`src/rtl/core/mf2d_pkg.sv`:
```
// Shared constants, register codes and types for the 2-D median filter.
package mf2d_pkg;

	localparam int PIX_W           = 8;
	localparam int OCOL_W          = 11;
	localparam int OROW_W          = 12;
	localparam int LINE_REG_W      = 12;
	localparam int ROWS_W          = 13;
	localparam int CFG_DATA_W      = 13;
	localparam int CFG_IDX_W       = 1;
	localparam int ROW_LIMIT       = 4096;
	localparam int LINE_WIDTH_RST  = 640;
	localparam int FRAME_ROWS_RST  = 480;
	localparam int WINDOW_SIZE_DEF = 3;
	localparam int MAX_WIDTH_DEF   = 2048;
	localparam int QUEUE_DEPTH     = 4;

	typedef enum logic [CFG_IDX_W-1:0] {
		REG_LINE_WIDTH = 1'b0,
		REG_FRAME_ROWS = 1'b1
	} cfg_reg_t;

	// Per-pixel result tag built by the front end
	typedef struct packed {
		logic              emit;
		logic [OCOL_W-1:0] col;
		logic [OROW_W-1:0] row;
		logic              last;
	} res_meta_t;

endpackage

```
`src/rtl/core/mf2d_queue.sv`:
```
// Small FIFO that decouples the front end from the filter pipeline.
module mf2d_queue import mf2d_pkg::*; #(
	parameter int DW    = 8,
	parameter int DEPTH = QUEUE_DEPTH
) (
	input  logic          clk,
	input  logic          arst_n,
	input  logic          push,
	input  logic [DW-1:0] wdata,
	input  logic          pop,
	output logic [DW-1:0] rdata,
	output logic          full,
	output logic          empty
);

	localparam int AW = (DEPTH > 1) ? $clog2(DEPTH) : 1;
	localparam int NW = $clog2(DEPTH + 1);

	logic [DW-1:0] data_q [DEPTH];
	logic [AW-1:0] wr_ptr_q;
	logic [AW-1:0] rd_ptr_q;
	logic [NW-1:0] count_q;

	assign full  = count_q == NW'(DEPTH);
	assign empty = count_q == '0;
	assign rdata = data_q[rd_ptr_q];

	// Store entries
	always_ff @(posedge clk) begin
		if (push) begin
			data_q[wr_ptr_q] <= wdata;
		end
	end

	// Advance pointers and fill count
	always_ff @(posedge clk or negedge arst_n) begin
		if (!arst_n) begin
			wr_ptr_q <= '0;
			rd_ptr_q <= '0;
			count_q  <= '0;
		end else begin
			if (push) begin
				wr_ptr_q <= (wr_ptr_q == AW'(DEPTH - 1)) ? '0 : wr_ptr_q + AW'(1);
			end
			if (pop) begin
				rd_ptr_q <= (rd_ptr_q == AW'(DEPTH - 1)) ? '0 : rd_ptr_q + AW'(1);
			end
			if (push && !pop) begin
				count_q <= count_q + NW'(1);
			end else if (pop && !push) begin
				count_q <= count_q - NW'(1);
			end
		end
	end

endmodule

```
`config.mk`:
```
export PLATFORM = sky130hd
export DESIGN_NAME = mf2d_queue
export DESIGN_NICKNAME = d
export VERILOG_FILES = /design/src/rtl/core/mf2d_pkg.sv /design/src/rtl/core/mf2d_queue.sv
export SDC_FILE = /design/constraint.sdc
export NUM_CORES = 1
export LEC_CHECK = 0
export BUFFER_PORTS_ARGS = -buffer_cell sky130_fd_sc_hd__buf_2
export CORE_AREA = 2 2 58 88
export DETAILED_ROUTE_END_ITERATION = 8
export DIE_AREA = 0 0 60 90
export HOLD_SLACK_MARGIN = 0.1
export PLACE_DENSITY = 0.49
export SKIP_LAST_GASP = 1
export SLEW_MARGIN = 20
export SYNTH_ARGS = -nofsm -noshare
export SYNTH_HDL_FRONTEND = slang
export SYNTH_SLANG_ARGS = --single-unit
```
`constraint.sdc`:
```
create_clock -name clk -period 2 [get_ports clk]
set_clock_uncertainty 0.15 [all_clocks]
set_input_delay 0.4 -clock clk [delete_from_list [all_inputs] [get_ports clk]]
set_output_delay 0.4 -clock clk [all_outputs]
set_load 0.02 [all_outputs]
```
==> results.toml <==
[outcome]
status = "complete, but fails checks"
failed_checks = "setup timing"

[synthesis]
yosys_warnings = 0
ys_ff_latch = 39
syn_inst = 79
syn_nets = 98
ys_seq_area_share_pct = 72.4
synth_cell_type_count = 18
netlist_area_um2 = 1570
syn_avg_cell_area_um2 = 19.9

[finish]
final_cell_area_um2 = 1910
mostFrequentLayoutCell = "edfxtp_1"
layout_common_cells = "32 x edfxtp_1, 13 x buf_2, 10 x buf_6, 8 x mux4_2"
multiInputGateArea_um2 = 399
n_antenna_cell = 0
area_growth_pct = 21.9
drive_above_1_share_pct = 38.2
final_util_pct = 40.8
fillers = 431
regArea_um2 = 1140
finalNetCount = 128

[hold_path]
holdPathStages = 1
hold_path.class = "in2reg"

[critical_path]
worst_r2r_path_depth = 3
cp-end-kind = "output port"
startpoint_type = "register"
cp_data_required_time_ns = 1.45
r2r_setup_slack_ns = 0.41
critical_path_class = "reg2out"
worst_ep_arrival_time_ns = 1.49
cp_max_fo = 6

[sta]
fin_ws_ns = -0.0441
tightest_slew_ns = 0.474
fmax_mhz = 489
finalHoldViolCount = 0
setup_viol = 8
rsz0062_at_grt = "true"
period_needed_ns = 2.04
slew_headroom_pct = 68.4
hold_ws_ns = 0.178
drv_slew = 0
post-route-period-util_pct = 102

[floorplan]
initial_core_util_pct = 33.5
die-area_um2 = 5400
rows = 31
die_h_um = 90
core_area_um2 = 4690
pin_count = 22
dieWidth_um = 60

[power_and_ir_drop]
p_int_mw = 1.84
p_sw_share_pct = 31.5
power.density_nw_per_um2 = 1410
power_leakage_nw = 0.712
power_frac_seq_pct = 44.4
clkPwrFrac_pct = 18.5
power_switching_uw = 848
power_frac_comb_pct = 37.2
ir_drop_v = 0.000459

[route]
final_antenna_net_count = 0
dr.pass1.iters = 2
avgRoutedWirePerCell_um = 14.6
routed_wl_um = 2570
drt_iter0_markers = 22
viasPerCell = 4.39
vias = 773
drcViolationCount = 0

[grt]
grt_first_pass_wirelength_um = 4170
antenna_found_initial = 0
grt_pass1_vias = 792
track_usage_pct = 10.9
overflow = 0
grt_max_degree = 13

[flow_run]
drv_cap = 0

[cts]
cts_buffers = 5
clock-sinks = 39
clk_pin_slew_ns = 0.08
clockBufferDepth = 2
root_buffer = "clkbuf_8"
cts_tree = "done"
clkLatencyLatePin_ns = 0.28
htree_levels = 2

[placement]
routabilityCongestion = 0.608
dpl_cell_area_um2 = 1760
portBuffers = 21
hpwlAfterDp_um = 1760
==> cell families (layout without fill, tap and decap cells) <==
family | count (synthesis) | count (layout) | synth area share, %
AND/OR/NAND/NOR | 10 | 10 | 3.43
multiplexers | 11 | 11 | 13.6
adder cells (fa/ha/maj) | 7 | 7 | 6.06
flip-flops | 39 | 39 | 72.4
AO/OA/AOI/OAI | 2 | 2 | 0.637
XOR/XNOR | 3 | 3 | 1.67
buffers and inverters | 7 | 38 | 2.23
==> sequential cells by signal, summed over array words and instances (netlist names) <==
signal    flops
data_q       32
rd_ptr_q      2
count_q       3
wr_ptr_q      2
==> repair_timing <==
action,in CTS,in global routing
setup buffers,0,1
hold buffers,1,0
gates resized for setup,19,0
setup endpoints to repair,8,8
endpoints found under the hold margin,7,0
==> critical path, stage by stage (launching register included) <==
cell and delay, ns:
dfrtp_1 0.38, buf_6 0.16, mux4_2 0.52, buf_6 0.15
==> cells in the mapped netlist <==
cell type	count	share of area (%)
mux4_2	8	11
xnor2_1	1	0.56
fa_1	1	1.3
o21ai_0	2	0.64
buf_2	1	0.32
dfrtp_1	7	11
edfxtp_1	32	61
and2_1	4	1.6
xor2_1	2	1.1
nand3_1	1	0.32
nor3_1	1	0.32
inv_1	5	1.2
nand2_1	1	0.24
ha_1	6	4.8
nor2_1	2	0.48
buf_6	1	0.72
mux2_2	3	2.2
nor3b_1	1	0.48
==> power by group through the flow <==
stage / clock network (mW) / registers, mW / logic, mW
6_report: 0.497 / 1.19 / 1.00
5_1_grt: 0.560 / 1.22 / 1.09
4_1_cts: 0.523 / 1.20 / 1.01
3_5_place_dp: 0 / 1.21 / 0.858
3_3_place_gp: 0 / 1.20 / 0.843
2_1_floorplan: 0 / 1.15 / 0.651
==> path summary, 6_finish.rpt <==
path	startpoint	to
max reg2reg	wr_ptr_q[0]	data_q[2][5]
min reg2reg	count_q[2]	count_q[2]
max	rd_ptr_q[0]	rdata[1]
min in group asynchronous	arst_n	count_q[2]
min	wdata[4]	data_q[1][4]
max in group asynchronous	arst_n	rd_ptr_q[1]
==> per-layer routing <==
layer / global-route usage, % / routed length (µm) / up-vias
li1: - / - / 359
met2: 16.7 / 1340 / 18
met5: 0 / 0 / -
met3: 3.74 / 107 / 6
met4: 5.56 / 64 / 0
met1: 13.4 / 1050 / 390
==> per-stage QoR <==
step	instances	TNS [ns]	power, mW	setup slack, ns
CTS	175	-0.363	2.74	-0.0639
global placement	166	0	2.04	0.204
finish	176	-0.202	2.69	-0.0441
detailed placement	166	0	2.07	0.168
floorplan	79	0	1.80	0.372
global route	176	-0.598	2.87	-0.0948
==> final cells by class <==
class,instances,share of cell area (%)
clock buffer,6,3.79
clock inverter,2,0.458
inverter,5,0.980
multi-input combinational,33,20.8
sequential,39,59.4
tap,66,4.31
timing repair buffer,25,10.2
Note: power is estimated with default switching activity, not from simulation.
