File: config.mk
export PLATFORM = sky130hd
export DESIGN_NAME = mf2d_median
export DESIGN_NICKNAME = d
export VERILOG_FILES = /design/src/rtl/core/mf2d_pkg.sv /design/src/rtl/core/mf2d_median.sv
export SDC_FILE = /design/constraint.sdc
export NUM_CORES = 1
export LEC_CHECK = 0
export BUFFER_PORTS_ARGS = -buffer_cell sky130_fd_sc_hd__buf_2
export CORE_MARGIN = 2
export CORE_UTILIZATION = 50
export CTS_CLUSTER_DIAMETER = 150
export DETAILED_ROUTE_END_ITERATION = 10
export GPL_ROUTABILITY_DRIVEN = 0
export PLACE_DENSITY = 0.68
export SLEW_MARGIN = 20
export SYNTH_ARGS = -nofsm -noshare
export SYNTH_HDL_FRONTEND = slang
export SYNTH_SLANG_ARGS = --single-unit
export TNS_END_PERCENT = 20
File: constraint.sdc
create_clock -name clk -period 4.9 [get_ports clk]
set_clock_uncertainty 0.05 [all_clocks]
set_input_delay 0.49 -clock clk [delete_from_list [all_inputs] [get_ports clk]]
set_output_delay 0.49 -clock clk [all_outputs]
set_load 0.02 [all_outputs]
File: src/rtl/core/mf2d_pkg.sv
// Shared constants, register codes and types for the 2-D median filter.
package mf2d_pkg;

	localparam int PIX_W           = 8;
	localparam int OCOL_W          = 11;
	localparam int OROW_W          = 12;
	localparam int LINE_REG_W      = 12;
	localparam int ROWS_W          = 13;
	localparam int CFG_DATA_W      = 13;
	localparam int CFG_IDX_W       = 1;
	localparam int ROW_LIMIT       = 4096;
	localparam int LINE_WIDTH_RST  = 640;
	localparam int FRAME_ROWS_RST  = 480;
	localparam int WINDOW_SIZE_DEF = 3;
	localparam int MAX_WIDTH_DEF   = 2048;
	localparam int QUEUE_DEPTH     = 4;

	typedef enum logic [CFG_IDX_W-1:0] {
		REG_LINE_WIDTH = 1'b0,
		REG_FRAME_ROWS = 1'b1
	} cfg_reg_t;

	// Per-pixel result tag built by the front end
	typedef struct packed {
		logic              emit;
		logic [OCOL_W-1:0] col;
		logic [OROW_W-1:0] row;
		logic              last;
	} res_meta_t;

endpackage

File: src/rtl/core/mf2d_median.sv
// Rank-based median of the window: compare matrix, rank match, select, output register.
module mf2d_median import mf2d_pkg::*; #(
	parameter int WINDOW_SIZE = WINDOW_SIZE_DEF
) (
	input  logic                                          clk,
	input  logic                                          arst_n,
	input  logic                                          en,
	input  logic                                          v_s2,
	input  res_meta_t                                     meta_s2,
	input  logic [WINDOW_SIZE*WINDOW_SIZE-1:0][PIX_W-1:0] win,
	output logic                                          out_valid,
	output logic [PIX_W-1:0]                              median_value,
	output logic [OCOL_W-1:0]                             out_col,
	output logic [OROW_W-1:0]                             out_row,
	output logic                                          frame_last
);

	localparam int N   = WINDOW_SIZE * WINDOW_SIZE;
	localparam int MID = N / 2;

	logic [N-1:0][N-1:0]     cmp_nxt;
	logic [N-1:0][N-1:0]     cmp_s3;
	logic [N-1:0][PIX_W-1:0] val_s3;
	res_meta_t               meta_s3;
	logic                    v_s3;

	logic [N-1:0]            hit_nxt;
	logic [N-1:0]            hit_s4;
	logic [N-1:0][PIX_W-1:0] val_s4;
	res_meta_t               meta_s4;
	logic                    v_s4;

	logic [PIX_W-1:0]        med_sel;
	logic                    out_valid_q;
	logic [PIX_W-1:0]        median_q;
	res_meta_t               meta_q;

	// Element j counts below element i if smaller, or equal and earlier
	always_comb begin
		for (int i = 0; i < N; i++) begin
			for (int j = 0; j < N; j++) begin
				if (j < i) begin
					cmp_nxt[i][j] = win[j] <= win[i];
				end else if (j > i) begin
					cmp_nxt[i][j] = win[j] < win[i];
				end else begin
					cmp_nxt[i][j] = 1'b0;
				end
			end
		end
	end

	// Mark the element whose rank is the middle one
	always_comb begin
		for (int i = 0; i < N; i++) begin
			hit_nxt[i] = $countones(cmp_s3[i]) == MID;
		end
	end

	// Pick the marked element
	always_comb begin
		med_sel = '0;
		for (int i = 0; i < N; i++) begin
			if (hit_s4[i]) begin
				med_sel = med_sel | val_s4[i];
			end
		end
	end

	// Advance valid bits
	always_ff @(posedge clk or negedge arst_n) begin
		if (!arst_n) begin
			v_s3        <= 1'b0;
			v_s4        <= 1'b0;
			out_valid_q <= 1'b0;
		end else if (en) begin
			v_s3        <= v_s2;
			v_s4        <= v_s3;
			out_valid_q <= v_s4;
		end
	end

	// Advance payload
	always_ff @(posedge clk) begin
		if (en) begin
			cmp_s3  <= cmp_nxt;
			val_s3  <= win;
			meta_s3 <= meta_s2;
			hit_s4  <= hit_nxt;
			val_s4  <= val_s3;
			meta_s4 <= meta_s3;
		end
		if (en && v_s4) begin
			median_q <= med_sel;
			meta_q   <= meta_s4;
		end
	end

	assign out_valid    = out_valid_q;
	assign median_value = median_q;
	assign out_col      = meta_q.col;
	assign out_row      = meta_q.row;
	assign frame_last   = meta_q.last;

endmodule

==> out/metrics.cfg <==
[synth]
yosys.cell_types.count = 29
yosys-top-cells-area = edfxtp_1 (51%), ha_1 (22%), a21oi_1 (4.1%), fa_1 (4.0%), inv_1 (3.2%)
async_flop_share_pct = 0.974
syn_area_um2 = 17800
netlist_instances = 1366
ys_ff_latch = 308
synth_edf_count = 305
synth-xor-area-share_pct = 0
synthAdderAreaFrac_pct = 26.2
yosysWarnings = 0
synth_top_family_by_area = adder cells
syn_nets = 1818
synth_ff_type = edfxtp_1
synth_compound_area_share_pct = 11.5
synthMuxAreaShare_pct = 0.190
postSynthAreaPerCell_um2 = 13.0
synth_simple_gate_area_share_pct = 6.77
seq_area_frac_synth_pct = 51.8
synth_top_area_share_pct = 51.4
yosysTopAreaCell = edfxtp_1

[placed_design]
portBuffers = 132
hpwl_mm = 33.5

[cells_and_area]
fillers = 2811
synthToLayoutAreaGrowth_pct = 13.1
drive_gt1_share_pct = 14.8
antennaDiodeCount = 0
nets = 1981

[global_route]
track_usage_pct = 26.2
grt_max_degree = 125
met3_usage_pct = 4.69
antenna_found_initial = 2
grt_busiest_layer = met2
grt_overflow_total = 0
met2_usage_pct = 40.6
grtUsageMet1_pct = 35.4
grt_pass1_wl_mm = 70.3
first_global_vias = 12140

[worst_setup_path]
r2r_setup_slack_ns = 1.64
critPathSlowestCell = fa_1
setup.worst_path.end = hit_s4[2]
crit_top_cell = fa_1
cp_num_cells = 11
crit_required_ns = 5.12
reg2reg_to = hit_s4[2]
worstPathCellList = fa_1 > inv_1 > fa_1 > fa_1 > inv_1 > ha_1 > inv_1 > fa_1 > nand3_1 > o21ai_0 > and3b_1
r2r_start = cmp_s3[18]
end_kind = flip-flop
reg2reg_depth = 11
cp-start-kind = flip-flop
cp_top_family = adder cells
setup.worst_path.start = cmp_s3[18]
crit_type = flip-flop to flip-flop
crit_path_max_incr_delay_ns = 0.55
critPathMaxFanout = 2
worst-path-buf-inv = 3
worstPathArrival_ns = 3.49

[floorplan]
die_area_um2 = 37200
initial_core_util_pct = 50.5
pin_count = 134
rows = 69
core_um2 = 35300
die_w_um = 193
die_h_um = 193

[clocking]
clock_latency_ns = 0.52
cts_buffer_depth = 3
clkTransAtPathRegs_ns = 0.06
cts_root_buf = clkbuf_16
htree_levels = 2
cts_setup_buffers = 0
cts.sinks = 308
cts_tree = yes
numCtsBuffers = 34

[timing]
finalHoldViolations = 0
period_share_pct = 66.6
holdWs_ns = 0.101
max_slew_margin_pct = 45.8
fin_tns_setup_ns = 0
rsz0062_at_grt = false
setup_viol = 0
worst_pin_slew_ns = 0.813
fmax_mhz = 306
maxSlewViolCount = 0
period_minus_slack_ns = 3.26

[routing]
ant_nets = 0
post_drt_wl_per_cell_um = 23.4
drtIter0Drc = 898
via_per_inst = 6.00
dr_total_vias = 12073
drcViolationCount = 0
dr.pass1.iters = 5
wl_mm = 47.2

[power]
p_leak_nw = 8.45
ir_worst_vdd_v = 0.000312
p_per_area_nw_per_um2 = 378

[min_path]
hold_class = primary input to flip-flop

[job]
drv_cap = 0

[outcome]
status = complete, no violations

==> cell families (layout without fill, tap and decap cells) <==
family                   count (synthesis)  in the layout
buffers and inverters                  163            348
flip-flops                             308            308
multiplexers                             3              3
AND/OR/NAND/NOR                        207            207
adder cells (fa/ha/maj)                351            351
AO/OA/AOI/OAI                          334            334
==> report_power, final <==
| part | internal, mW | total, mW | switching (mW) | leakage, nW |
|---|---|---|---|---|
| Clock | 1.53 | 2.54 | 1.02 | 0.537 |
| Sequential | 3.22 | 3.40 | 0.181 | 3.01 |
| Combinational | 0.683 | 1.68 | 0.995 | 4.90 |
| Total | 5.43 | 7.62 | 2.19 | 8.45 |
==> repair_timing <==
action,4_1_cts,5_1_grt
endpoints found under the hold margin,3,0
hold buffers,1,0
resized for setup,0,0
endpoints found under the setup margin,0,0
==> stage by stage <==
step | setup WS (ns) | area (µm²) | instances | power (mW) | utilization, %
after detailed placement | 1.64 | 19000 | 1953 | 5.12 | 53.9
after global routing | 1.51 | 20200 | 2012 | 8.04 | 57.1
final | 1.64 | 20200 | 2012 | 7.62 | 57.1
after global placement | 1.77 | 19000 | 1953 | 5.00 | 53.9
after CTS | 1.64 | 20200 | 2012 | 7.68 | 57.1
after floorplan | 1.86 | 17800 | 1366 | 4.48 | -
==> layout make-up <==
| class | count | area, µm² | share of cell area [%] |
|---|---|---|---|
| repair buffers | 136 | 716 | 3.55 |
| multi-input cells | 895 | 7950 | 39.4 |
| flip-flops and latches | 308 | 9230 | 45.8 |
| clock inverters | 17 | 211 | 1.05 |
| inverters | 154 | 578 | 2.87 |
| well taps | 461 | 577 | 2.86 |
| clock buffers | 41 | 898 | 4.46 |
==> worst min-delay path by stage <==
stage,start,endpoint,slack [ns],depth (start not counted)
global route,meta_s2[13],meta_s3[13],0.09,1
CTS,meta_s2[11],meta_s3[11],0.08,1
global placement,arst_n,out_valid,0.24,1
detailed placement,arst_n,out_valid,0.24,1
floorplan,arst_n,out_valid,0.14,0
finish,meta_s2[13],meta_s3[13],0.10,1
==> layer usage <==
layer	share of wire (%)	wire length [µm]
met1	42	19900
met2	44	20700
met3	8.8	4140
met4	5.1	2390
met5	0.066	31
==> flip-flops by register name, summed over array words and instances, names as in the netlist <==
register	flops
v_s3	1
out_col	11
meta_s3	24
v_s4	1
frame_last	1
val_s3	72
median_value	8
out_row	12
hit_s4	9
meta_s4	24
out_valid	1
val_s4	72
cmp_s3	72
==> Yosys cell counts, types with 2 or more instances <==
master and n:
a22oi_1 8, nor2_1 4, mux2_2 3, dfrtp_1 3
clkbuf_1 2, a211oi_1 4, a21oi_1 145, edfxtp_1 305
o21ai_0 77, o31a_1 4, nand4_1 72, a222oi_1 8
o211ai_1 36, nor2b_1 36, inv_1 154, fa_1 36
buf_2 3, o31ai_1 4, o21a_1 32, or2_2 36
a22o_1 8, ha_1 315, a221oi_2 8, and3b_1 9
buf_6 3, nand2_1 32, nand3_1 17
==> layout by cell type (no fill, tap or decap), types with 32 or more instances in the layout <==
cell | netlist | final
ha_1 | 315 | 315
edfxtp_1 | 305 | 305
inv_1 | 154 | 154
a21oi_1 | 145 | 145
buf_2 | 3 | 131
o21ai_0 | 77 | 77
nand4_1 | 72 | 72
nor2b_1 | 36 | 36
o211ai_1 | 36 | 36
or2_2 | 36 | 36
fa_1 | 36 | 36
clkbuf_16 | 0 | 35
nand2_1 | 32 | 32
o21a_1 | 32 | 32
No activity file was read; power rests on OpenSTA's default activity.
