--- config.mk ---
export PLATFORM = sky130hd
export DESIGN_NAME = mf2d_front
export DESIGN_NICKNAME = d
export VERILOG_FILES = /design/src/rtl/core/mf2d_pkg.sv /design/src/rtl/core/mf2d_front.sv
export SDC_FILE = /design/constraint.sdc
export NUM_CORES = 1
export LEC_CHECK = 0
export ABC_CLOCK_PERIOD_IN_PS = 32600
export BUFFER_PORTS_ARGS = -buffer_cell sky130_fd_sc_hd__buf_2
export CAP_MARGIN = 20
export CORE_UTILIZATION = 40
export DETAILED_ROUTE_END_ITERATION = 10
export GPL_TIMING_DRIVEN = 0
export SYNTH_ARGS = -nofsm -noshare
export SYNTH_HDL_FRONTEND = slang
export SYNTH_SLANG_ARGS = --single-unit
--- constraint.sdc ---
create_clock -name clk -period 32.6 [get_ports clk]
set_clock_uncertainty 0.15 [all_clocks]
set_input_delay 6.52 -clock clk [delete_from_list [all_inputs] [get_ports clk]]
set_output_delay 6.52 -clock clk [all_outputs]
set_load 0.02 [all_outputs]
--- src/rtl/core/mf2d_pkg.sv ---
// Shared constants, register codes and types for the 2-D median filter.
package mf2d_pkg;

	localparam int PIX_W           = 8;
	localparam int OCOL_W          = 11;
	localparam int OROW_W          = 12;
	localparam int LINE_REG_W      = 12;
	localparam int ROWS_W          = 13;
	localparam int CFG_DATA_W      = 13;
	localparam int CFG_IDX_W       = 1;
	localparam int ROW_LIMIT       = 4096;
	localparam int LINE_WIDTH_RST  = 640;
	localparam int FRAME_ROWS_RST  = 480;
	localparam int WINDOW_SIZE_DEF = 3;
	localparam int MAX_WIDTH_DEF   = 2048;
	localparam int QUEUE_DEPTH     = 4;

	typedef enum logic [CFG_IDX_W-1:0] {
		REG_LINE_WIDTH = 1'b0,
		REG_FRAME_ROWS = 1'b1
	} cfg_reg_t;

	// Per-pixel result tag built by the front end
	typedef struct packed {
		logic              emit;
		logic [OCOL_W-1:0] col;
		logic [OROW_W-1:0] row;
		logic              last;
	} res_meta_t;

endpackage

--- src/rtl/core/mf2d_front.sv ---
// Front end: configuration registers, input beat acceptance and raster position tracking.
module mf2d_front import mf2d_pkg::*; #(
	parameter int WINDOW_SIZE = WINDOW_SIZE_DEF,
	parameter int MAX_WIDTH   = MAX_WIDTH_DEF
) (
	input  logic                      clk,
	input  logic                      arst_n,
	input  logic                      cfg_we,
	input  logic [CFG_IDX_W-1:0]      cfg_index,
	input  logic [CFG_DATA_W-1:0]     cfg_wdata,
	input  logic                      in_valid,
	output logic                      in_stall,
	input  logic [PIX_W-1:0]          pixel_value,
	input  logic                      frame_start,
	input  logic                      q_full,
	output logic                      push,
	output logic [PIX_W-1:0]          push_px,
	output logic [$clog2(MAX_WIDTH)-1:0] push_col,
	output res_meta_t                 push_meta
);

	localparam int CW    = $clog2(MAX_WIDTH);
	localparam int WW    = $clog2(MAX_WIDTH + 1);
	localparam int CLW   = 14;
	localparam int XW    = 14;
	localparam int W_RST = (LINE_WIDTH_RST < MAX_WIDTH) ? LINE_WIDTH_RST : MAX_WIDTH;

	logic [WW-1:0]     w_q;
	logic [ROWS_W-1:0] h_q;
	logic [CW-1:0]     col_q;
	logic [OROW_W-1:0] row_q;

	logic [CLW-1:0]    lw_ext;
	logic [ROWS_W-1:0] fr_ext;
	logic [WW-1:0]     w_new;
	logic [ROWS_W-1:0] h_new;

	logic [CW-1:0]     col_in;
	logic [OROW_W-1:0] row_in;
	logic              col_over;
	logic [CW-1:0]     c;
	logic [ROWS_W-1:0] r1;
	logic [OROW_W-1:0] r;
	logic [WW-1:0]     c_inc;
	logic [ROWS_W-1:0] r_inc;
	logic              col_wrap;
	logic              row_wrap;
	logic [XW-1:0]     oc_full;
	logic [ROWS_W-1:0] or_full;
	logic [CW-1:0]     col_nxt;
	logic [OROW_W-1:0] row_nxt;

	// Saturate written sizes to the supported range
	always_comb begin
		lw_ext = CLW'(cfg_wdata[LINE_REG_W-1:0]);
		fr_ext = cfg_wdata[ROWS_W-1:0];
		if (lw_ext < CLW'(WINDOW_SIZE)) begin
			w_new = WW'(WINDOW_SIZE);
		end else if (lw_ext > CLW'(MAX_WIDTH)) begin
			w_new = WW'(MAX_WIDTH);
		end else begin
			w_new = WW'(lw_ext);
		end
		if (fr_ext < ROWS_W'(WINDOW_SIZE)) begin
			h_new = ROWS_W'(WINDOW_SIZE);
		end else if (fr_ext > ROWS_W'(ROW_LIMIT)) begin
			h_new = ROWS_W'(ROW_LIMIT);
		end else begin
			h_new = fr_ext;
		end
	end

	// Hold effective width and row count
	always_ff @(posedge clk or negedge arst_n) begin
		if (!arst_n) begin
			w_q <= WW'(W_RST);
			h_q <= ROWS_W'(FRAME_ROWS_RST);
		end else if (cfg_we) begin
			case (cfg_reg_t'(cfg_index))
				REG_LINE_WIDTH: w_q <= w_new;
				REG_FRAME_ROWS: h_q <= h_new;
				default: ;
			endcase
		end
	end

	assign in_stall = q_full;
	assign push     = in_valid && !q_full;

	// Place the incoming pixel and work out its result tag
	always_comb begin
		col_in   = frame_start ? '0 : col_q;
		row_in   = frame_start ? '0 : row_q;
		col_over = WW'(col_in) >= w_q;
		c        = col_over ? '0 : col_in;
		r1       = ROWS_W'(row_in) + ROWS_W'(col_over);
		r        = (r1 >= h_q) ? '0 : r1[OROW_W-1:0];
		c_inc    = WW'(c) + WW'(1);
		r_inc    = ROWS_W'(r) + ROWS_W'(1);
		col_wrap = c_inc >= w_q;
		row_wrap = r_inc >= h_q;
		oc_full  = XW'(c) - XW'(WINDOW_SIZE / 2);
		or_full  = ROWS_W'(r) - ROWS_W'(WINDOW_SIZE / 2);

		push_px        = pixel_value;
		push_col       = c;
		push_meta.emit = (WW'(c) >= WW'(WINDOW_SIZE - 1)) && (r >= OROW_W'(WINDOW_SIZE - 1));
		push_meta.col  = oc_full[OCOL_W-1:0];
		push_meta.row  = or_full[OROW_W-1:0];
		push_meta.last = col_wrap && row_wrap;

		col_nxt = col_wrap ? '0 : c_inc[CW-1:0];
		if (col_wrap) begin
			row_nxt = row_wrap ? '0 : r_inc[OROW_W-1:0];
		end else begin
			row_nxt = r;
		end
	end

	// Advance the position on each accepted beat
	always_ff @(posedge clk or negedge arst_n) begin
		if (!arst_n) begin
			col_q <= '0;
			row_q <= '0;
		end else if (push) begin
			col_q <= col_nxt;
			row_q <= row_nxt;
		end
	end

endmodule

==> reports/results.ini <==
[power]
comb_power_share_pct=45.4
p_sw_uw=105
leakagePower_nw=2.68
power_density_mw_per_mm2=45.9
clkPwrFrac_pct=26.7
swShare_pct=40.7
seqPwrFrac_pct=27.9
internal_power_uw=153
ir_worst_vdd_uv=23.4

[die]
std_cell_rows=40
start_util_pct=40.9
ios=74
die_x_um=113
core_mm2=0.0120
dieArea_mm2=0.0127
chipHeight_um=113

[yosys]
synth-seq-cells=48
synth_top_cell_by_area=dfrtp_1
synth_area_mm2=0.00489
synth_edf_count=0
syn_nets=703
yosysSeqAreaShare_pct=24.7
yosysTopAreaCellShare_pct=21.5
synthDistinctLibCells=66
ys_warn_count=0
ys.flop_type=dfrtp_1
syn_avg_cell_area_um2=7.91
synthCells=618
async_flop_share_pct=100
netlist_top_cells_area=dfrtp_1 (22%), ha_1 (15%), nand2_1 (5.0%)

[hold_path]
min_path_cells=2
hp-start=row_q[0]
holdPathEnd=row_q[0]
hold_class=flop to flop

[critical_path]
critPathKind=input pin to output port
rr_startpoint=col_q[7]
arrival_ps=16990
max_stage_delay_ps=720
crit_family=buffers and inverters
worstRegToRegCells=38
startpoint_type=input pin
r2r_slack_ps=21960
crit_fanout=10
cp.buffers_inverters=13
rr_endpoint=row_q[3]
path_common_cell=ha_1
crit_path_end_kind=output port
slowest_stage=nor4bb_1
cp.required_ps=25930
path_depth=41

[clock_tree]
clk_transition_reported_paths_ps=70
post_cts_buffers=0
root_buffer=clkbuf_16
clk-insertion-delay-late_ps=300
cts_sinks=48
h-tree-depth=2
clock_path_buffers=2
cts_buffers=5
ctsHoldBuffers=0
cts_tree=built
post_cts_resized=0

[route]
dr.pass1.iters=8
wirelength_um=14300
wl_per_cell_um=17.0
drc=1
ant_nets=0
drtIter0Drc=407
vias=4821
via_per_inst=5.75

[global_routing]
antenna_found_initial=0
grt.busiest_layer=met2
grt_max_degree=49
track_usage_pct=23.2
grt_use_met2_pct=36.5
overflow=0
grt_pass1_vias=4581
use_met3_pct=3.19
grt_first_pass_wirelength_um=23400
grt_use_met1_pct=32.9

[job]
cap_violations=0

[cells_and_area]
antennaDiodeCount=0
fillerInstances=1207
drive_gt1_share_pct=16.5
area_growth_pct=14.8
finalNonFillerCells=839
fin_nets=776
design_area_mm2=0.00561

[placed_design]
place_area_mm2=0.00540
routabilityCongestion=0.892
dp.cells=830
io_buffers=65
hpwl_um=11200

[timing]
setup_viol=0
max_clock_freq_mhz=42.3
hold_violations=0
slew_headroom_pct=40.3
tightest_slew_ps=885
post-route-min-period_ps=23660
fin_hold_ws_ps=339
rsz0062_at_grt=no
slew_viol_final=0
finalSetupTns_ps=0
final.period_utilization_pct=72.6

[status]
failed_checks=design-rule violations
status=finished, violations left

==> sequential cells by signal (all words and copies together) (netlist names) <==
| name | cells |
|---|---|
| row_q | 12 |
| h_q | 13 |
| w_q | 12 |
| col_q | 11 |
==> metal layers <==
metal	wire (um)	vias to the layer above
li1	-	2352
met1	6690	2293
met2	6600	157
met3	739	19
met4	252	0
met5	0	-
==> per-stage QoR <==
stage / util (%) / power [mW] / setup slack [ps]
after floorplan: - / 0.153 / 11450
after global placement: 45.1 / 0.186 / 9320
after detailed placement: 45.1 / 0.189 / 9150
after CTS: 46.7 / 0.258 / 9130
after global routing: 46.9 / 0.274 / 8010
final: 46.9 / 0.258 / 8940
==> cells in the mapped netlist (4+ instances only) <==
cell	count
nor3_1	10
o31ai_1	10
or4_1	9
nand2b_1	13
dfrtp_1	42
and2_1	9
a22oi_1	5
a21o_1	10
a21oi_1	38
nand2_1	65
nor4_1	7
o21ai_0	33
a22o_1	16
xnor2_1	20
nand4_1	9
and3_1	9
o22ai_1	4
a31oi_1	4
clkbuf_1	17
ha_1	57
mux2i_1	4
inv_1	42
nor2_1	45
xor2_1	10
nor2b_1	18
dfstp_2	6
buf_4	9
nand3_1	30
buf_2	6
==> cells in the final DEF, fill, tap and decap left out, types with 20 or more instances in the layout <==
| master | n |
|---|---|
| o21ai_0 | 33 |
| inv_1 | 42 |
| ha_1 | 57 |
| nand2_1 | 65 |
| nor2_1 | 45 |
| nand3_1 | 30 |
| a21oi_1 | 38 |
| buf_2 | 71 |
| xnor2_1 | 20 |
| dfrtp_1 | 42 |
==> worst max path at each step <==
stage,slack [ps],startpoint,to
after global routing,8010,frame_start,push_meta[0]
after detailed placement,9150,frame_start,push_meta[0]
after global placement,9320,frame_start,push_meta[0]
after CTS,9130,frame_start,push_meta[0]
after floorplan,11450,frame_start,push_meta[0]
final,8940,frame_start,push_meta[0]
==> power groups by stage <==
stage          combinational [mW]  sequential (mW)  clock, mW
2_1_floorplan              0.0819           0.0709          0
3_3_place_gp                0.114           0.0725          0
3_5_place_dp                0.116           0.0729          0
4_1_cts                     0.117           0.0718     0.0697
5_1_grt                     0.129           0.0731     0.0721
6_report                    0.117           0.0719     0.0688
==> cells by family (layout without fill, tap and decap cells) <==
group | after synthesis | count (layout) | share of synthesized area, %
DFF | 48 | 48 | 24.7
xor gates and xnor gates | 31 | 31 | 5.71
muxes | 7 | 7 | 1.51
and+or+nand+nor | 241 | 241 | 25.1
adders and majority gates | 57 | 57 | 14.6
buffers and inverters | 79 | 153 | 6.91
AOI/OAI and AO/OA | 155 | 155 | 21.5
==> tightest hold or removal path, stage by stage, from the launching register on <==
cell and delay (ps):
dfrtp_1 340, nand2_1 40, o21ai_0 70
==> final cells by class <==
type                    count  area (um^2)  share of cell area (%)
multi-input cells         491         3340                    59.5
flip-flops and latches     48         1210                    21.5
repair buffers             66          345                    6.16
well taps                 147          184                    3.28
plain buffers              35          173                    3.08
inverters                  44          165                    2.94
clock buffers               5          125                    2.23
clock inverters             3         68.8                    1.23
No activity file was read; power rests on OpenSTA's default activity.
